### src/design/ekf_measurement_update_core_defines.svh
// Assertion macros used by the top level of the update core.
`ifndef EKF_MEASUREMENT_UPDATE_CORE_DEFINES_SVH
`define EKF_MEASUREMENT_UPDATE_CORE_DEFINES_SVH

// Same-cycle implication, disabled during reset.
`define EKFMU_AST_IMP(lbl, ante, cons, msg) \
	lbl: assert property (@(posedge clk) disable iff (!arst_n) (ante) |-> (cons)) \
		else $error(msg);

// Next-cycle implication, disabled during reset.
`define EKFMU_AST_NXT(lbl, ante, cons, msg) \
	lbl: assert property (@(posedge clk) disable iff (!arst_n) (ante) |=> (cons)) \
		else $error(msg);

`endif

### src/design/ekfmu_pkg.sv
// Shared types and codes of the measurement update core.
package ekfmu_pkg;

	typedef enum logic [3:0] {
		ACT_LD_X  = 4'd0,
		ACT_LD_P  = 4'd1,
		ACT_LD_Z  = 4'd2,
		ACT_LD_XP = 4'd3,
		ACT_LD_F  = 4'd4,
		ACT_LD_H  = 4'd5,
		ACT_LD_HJ = 4'd6,
		ACT_LD_Q  = 4'd7,
		ACT_LD_R  = 4'd8,
		ACT_RUN   = 4'd9,
		ACT_RD_P  = 4'd10,
		ACT_RD_X  = 4'd11
	} act_t;

	typedef enum logic [2:0] {
		K_MUL, K_ADD, K_SUB, K_IDSUB, K_IDENT, K_COPY, K_INV
	} op_kind_t;

	typedef enum logic [4:0] {
		P_FP, P_PP, P_PPQ, P_HP, P_S, P_SR, P_AL, P_AR, P_INV,
		P_PHT, P_K, P_V, P_KV, P_X, P_KH, P_IKH, P_PN, P_CP
	} step_t;

	typedef struct packed {
		logic               start;
		logic signed [31:0] num;
		logic signed [31:0] den;
	} div_req_t;

	typedef struct packed {
		logic               done;
		logic signed [31:0] quo;
	} div_rsp_t;

endpackage

### src/design/ekfmu_div.sv
// Radix-2 restoring divider for fixed-point quotients with saturation.
module ekfmu_div #(
	parameter int FRAC_BITS = 16
) (
	input  logic                clk,
	input  logic                arst_n,
	input  ekfmu_pkg::div_req_t req,
	output ekfmu_pkg::div_rsp_t rsp
);
	import ekfmu_pkg::*;

	localparam int DW = 32 + FRAC_BITS;
	localparam int NW = $clog2(DW + 1);

	logic          busy_q, done_q, neg_q;
	logic [NW-1:0] cnt_q;
	logic [31:0]   rem_q, den_q;
	logic [DW-1:0] dvd_q;
	logic signed [31:0] quo_q;
	logic [32:0]   rsh;
	logic          fits;
	logic [31:0]   num_mag, den_mag;

	assign num_mag = req.num[31] ? (32'd0 - req.num) : req.num;
	assign den_mag = req.den[31] ? (32'd0 - req.den) : req.den;
	assign rsh     = {rem_q, dvd_q[DW-1]};
	assign fits    = rsh >= {1'b0, den_q};

	always_ff @(posedge clk or negedge arst_n) begin
		if (!arst_n) begin
			busy_q <= 1'b0;
			done_q <= 1'b0;
			cnt_q  <= '0;
		end else begin
			done_q <= 1'b0;
			if (req.start) begin
				busy_q <= 1'b1;
				cnt_q  <= NW'(DW);
			end else if (busy_q) begin
				if (cnt_q == '0) begin
					busy_q <= 1'b0;
					done_q <= 1'b1;
				end else begin
					cnt_q <= cnt_q - 1'b1;
				end
			end
		end
	end

	always_ff @(posedge clk) begin
		if (req.start) begin
			rem_q <= '0;
			dvd_q <= {num_mag, {FRAC_BITS{1'b0}}};
			den_q <= den_mag;
			neg_q <= req.num[31] ^ req.den[31];
		end else if (busy_q && cnt_q != '0) begin
			rem_q <= fits ? 32'(rsh - {1'b0, den_q}) : rsh[31:0];
			dvd_q <= {dvd_q[DW-2:0], fits};
		end else if (busy_q) begin
			// dvd_q now holds the quotient magnitude
			if (!neg_q)
				quo_q <= (dvd_q > DW'(64'h7FFF_FFFF)) ? 32'sh7FFF_FFFF : dvd_q[31:0];
			else
				quo_q <= (dvd_q > DW'(64'h8000_0000)) ? 32'sh8000_0000
					: 32'(32'd0 - dvd_q[31:0]);
		end
	end

	assign rsp.done = done_q;
	assign rsp.quo  = quo_q;

endmodule

### config.mk
export PLATFORM = sky130hd
export DESIGN_NAME = ekfmu_div
export DESIGN_NICKNAME = d
export VERILOG_FILES = /design/src/design/ekf_measurement_update_core_defines.svh /design/src/design/ekfmu_pkg.sv /design/src/design/ekfmu_div.sv
export SDC_FILE = /design/constraint.sdc
export NUM_CORES = 1
export LEC_CHECK = 0
export BUFFER_PORTS_ARGS = -buffer_cell sky130_fd_sc_hd__buf_2
export CAP_MARGIN = 20
export CORE_MARGIN = 4
export CORE_UTILIZATION = 35
export CTS_CLUSTER_SIZE = 40
export DETAILED_ROUTE_END_ITERATION = 8
export PLACE_DENSITY = 0.59
export SLEW_MARGIN = 0
export SYNTH_ARGS = -nofsm -noshare
export SYNTH_HDL_FRONTEND = slang
export SYNTH_SLANG_ARGS = --single-unit
export TNS_END_PERCENT = 50
### constraint.sdc
create_clock -name clk -period 4.6 [get_ports clk]
set_input_delay 0 -clock clk [delete_from_list [all_inputs] [get_ports clk]]
set_output_delay 0 -clock clk [all_outputs]
set_load 0.02 [all_outputs]
==> impl_metrics.py <==
metrics = {
    "run_status": {
        "status": "complete, no violations",
    },
    "detailed_routing": {
        "drtIter0Drc": 781,
        "wl_per_cell_microns": 14.9,
        "wirelength_microns": 24300,
        "drcViolationCount": 0,
        "ant_nets": 0,
        "vias": 8632,
        "firstDrtPassIters": 5,
        "viasPerCell": 5.27,
    },
    "synth": {
        "synth_edf_count": 97,
        "synth_xor_area_share_pct": 7.75,
        "ys.warnings.count": 0,
        "synthArstFlopShare_pct": 5.23,
        "ys_seq_area_share_pct": 41.4,
        "yosys.area.top_type_share_pct": 29.6,
        "postSynthNetCount": 1239,
        "synth_top_family_by_area": "simple AND/OR/NAND/NOR gates",
        "netlist_area_sq_um": 9840,
        "synth_flop_cell": "edfxtp_1",
        "synth-simple-area-share_pct": 20.5,
        "avgSynthCellArea_sq_um": 8.67,
        "synth_common_cells": "172 x nand2_1, 97 x edfxtp_1, 94 x o21ai_0",
        "synth_compound_area_share_pct": 20.3,
        "muxShareOfSynthArea_pct": 0.814,
        "synth.area.top_cells": "edfxtp_1 30%, dfxtp_1 9.8%, nand2_1 6.6%, xnor2_1 5.0%, o21ai_0 4.8%",
        "synthAdderAreaFrac_pct": 4.78,
        "ys_ff_latch": 153,
        "synth_most_common_cell": "nand2_1",
        "synth_top_area_cell": "edfxtp_1",
        "syn_inst": 1135,
        "synth.distinct_cells": 71,
    },
    "global_routing": {
        "grt_pass1_wl_microns": 40800,
        "grt_usage_pct": 15.8,
        "grt_max_degree": 71,
        "grt_pass1_vias": 8212,
        "grt.overflow.total": 0,
        "antenna_found_initial": 0,
    },
    "floorplan": {
        "ios": 100,
        "num_rows": 61,
        "fp.dieW_microns": 176,
        "die_h_microns": 176,
        "core_sq_um": 27800,
        "dieArea_sq_um": 30800,
        "initial_utilization_pct": 35.4,
    },
    "timing": {
        "worst_slack_ns": 1.07,
        "post-route-min-period_ns": 3.53,
        "fmax_mhz": 284,
        "finalCritPeriodShare_pct": 76.6,
        "finalClockSkew_ns": 0.0171,
        "rsz0062_at_grt": "false",
        "worst_hold_slack_ns": 0.0130,
        "hold_viol_final": 0,
        "slew_violations": 0,
        "relSlewSlack_pct": 35.7,
        "setup_tns_ns": 0,
        "worstMarginPinSlew_ns": 0.960,
        "finalSetupViolCount": 0,
    },
    "worst_setup_path": {
        "end_kind": "flip-flop",
        "cp_data_arrival_time_ns": 3.82,
        "slowest_stage": "o21ai_4",
        "crit_path_start_kind": "flip-flop",
        "crit_type": "reg2reg",
        "crit_required_ns": 4.89,
        "crit_buf_inv": 2,
        "max_stage_delay_ns": 0.50,
        "path_cells": "inv_1 > ha_1 > a21o_1 > a211o_1 > o211ai_1 > o311a_1 > a211oi_1 > o21ai_4 > buf_4 > nor2_1 > a211oi_1 > nor3_1",
        "crit_fanout": 44,
        "crit_top_cell": "a211oi_1",
        "cpLargestDelayFamily": "compound AO/OA/AOI/OAI gates",
    },
    "clock_tree": {
        "cts_tree": "built",
        "cts_resized": 0,
        "cts-root-buf": "clkbuf_16",
        "cts_inserted_buffers": 17,
        "path_clk_slew_ns": 0.07,
        "clk_path_buf_depth": 2,
        "clock_latency_ns": 0.43,
        "cts_sinks": 153,
        "htree_num_levels": 4,
    },
    "power_and_ir_drop": {
        "irDropWorstVdd_uv": 202,
        "power.density_nw_per_um2": 307,
        "p_leak_nw": 4.57,
        "finalPower_mw": 3.58,
    },
    "run": {
        "cap_violations": 0,
    },
    "placement": {
        "place_ws_ns": 1.13,
        "dp_hpwl_microns": 16900,
        "port_buffers": 99,
        "place_congestion": 0.874,
    },
    "layout": {
        "n_antenna_cell": 0,
        "area_growth_pct": 18.4,
        "layout-drive-gt1-share_pct": 12.9,
        "fin_nets": 1352,
    },
    "min_path": {
        "hp-class": "in2reg",
    },
}
[tightest hold or removal path: stages]
cell and delay [ns]:
buf_2 0.11, xor2_1 0.08, o21ai_1 0.13
[area by class of cell]
type,instances,area (sq um)
flip-flops and latches,153,4070
repair buffers,152,1000
clock buffers,20,437
clock inverters,11,113
well taps,378,473
fillers,2780,16100
multi-input cells,867,5340
inverters,57,214
[sequential cells by signal, summed over array words and instances, names as in the netlist]
| signal | flops |
|---|---|
| rem_q | 32 |
| dvd_q | 48 |
| den_q | 32 |
| busy_q | 1 |
| quo_q | 32 |
| cnt_q | 6 |
| neg_q | 1 |
| done_q | 1 |
[power by group]
group	total (mW)	switching, mW	internal (mW)
sequential	1.64	0.0701	1.57
clock	1.34	0.590	0.752
combinational	0.595	0.343	0.252
[layer usage]
layer / vias up / routed length [microns] / track usage [%]
li1: 4350 / - / -
met3: 29 / 1120 / 2.78
met2: 227 / 11400 / 26.0
met1: 4026 / 11400 / 21.4
met5: - / 0 / 0
met4: 0 / 332 / 4.58
[what timing repair did]
item | 4_1_cts | 5_1_grt
hold buffers | 42 | 0
setup buffers | 0 | 0
endpoints found under the hold margin | 44 | 0
[stage by stage]
stage	cell area [sq um]	utilization (%)	std cells
finish	11600	41.9	1638
global route	11600	41.9	1638
CTS	11600	41.9	1638
detailed placement	10700	38.4	1565
global placement	10700	38.4	1565
floorplan	9840	-	1135
[placed cells by master (no fill, tap or decap), types with 13 or more instances in the layout]
master	synthesis	final
nand2_1	172	172
buf_2	4	98
edfxtp_1	97	97
o21ai_0	94	94
a21oi_1	87	87
nor2_1	84	84
inv_1	56	56
xnor2_1	56	56
dfxtp_1	48	48
dlygate4sd3_1	0	42
ha_1	36	36
nor3_1	32	32
xor2_1	31	31
a211oi_1	22	22
o311ai_0	21	21
nand2b_1	20	20
o31ai_1	19	19
clkbuf_16	0	17
nand3_1	16	16
or3_1	15	15
nor4_1	13	13
[path summary, 6_finish.rpt]
kind | from | end | slack (ns) | cells past startpoint
min in group asynchronous | arst_n | busy_q$_DFF_PN0_ | 0.54 | 3
setup reg to reg | den_q[4]$_DFFE_PP_ | rem_q[13]$_SDFFE_PP0P_ | 1.07 | 12
hold reg to reg | rem_q[15]$_SDFFE_PP0P_ | rem_q[15]$_SDFFE_PP0P_ | 0.49 | 2
setup / recovery | den_q[4]$_DFFE_PP_ | rem_q[13]$_SDFFE_PP0P_ | 1.07 | 12
max in group asynchronous | arst_n | cnt_q[5]$_DFFE_PN0P_ | 3.30 | 4
hold / removal | req[57] | dvd_q[41]$_DFFE_PP_ | 0.01 | 3
[kinds of logic after synthesis]
logic type,after synthesis
multiplexers,8
buffers and inverters,115
AO/OA/AOI/OAI,317
XOR/XNOR,87
adder cells (fa/ha/maj),37
AND/OR/NAND/NOR,418
flip-flops,153
Note: power is estimated with default switching activity, not from simulation.
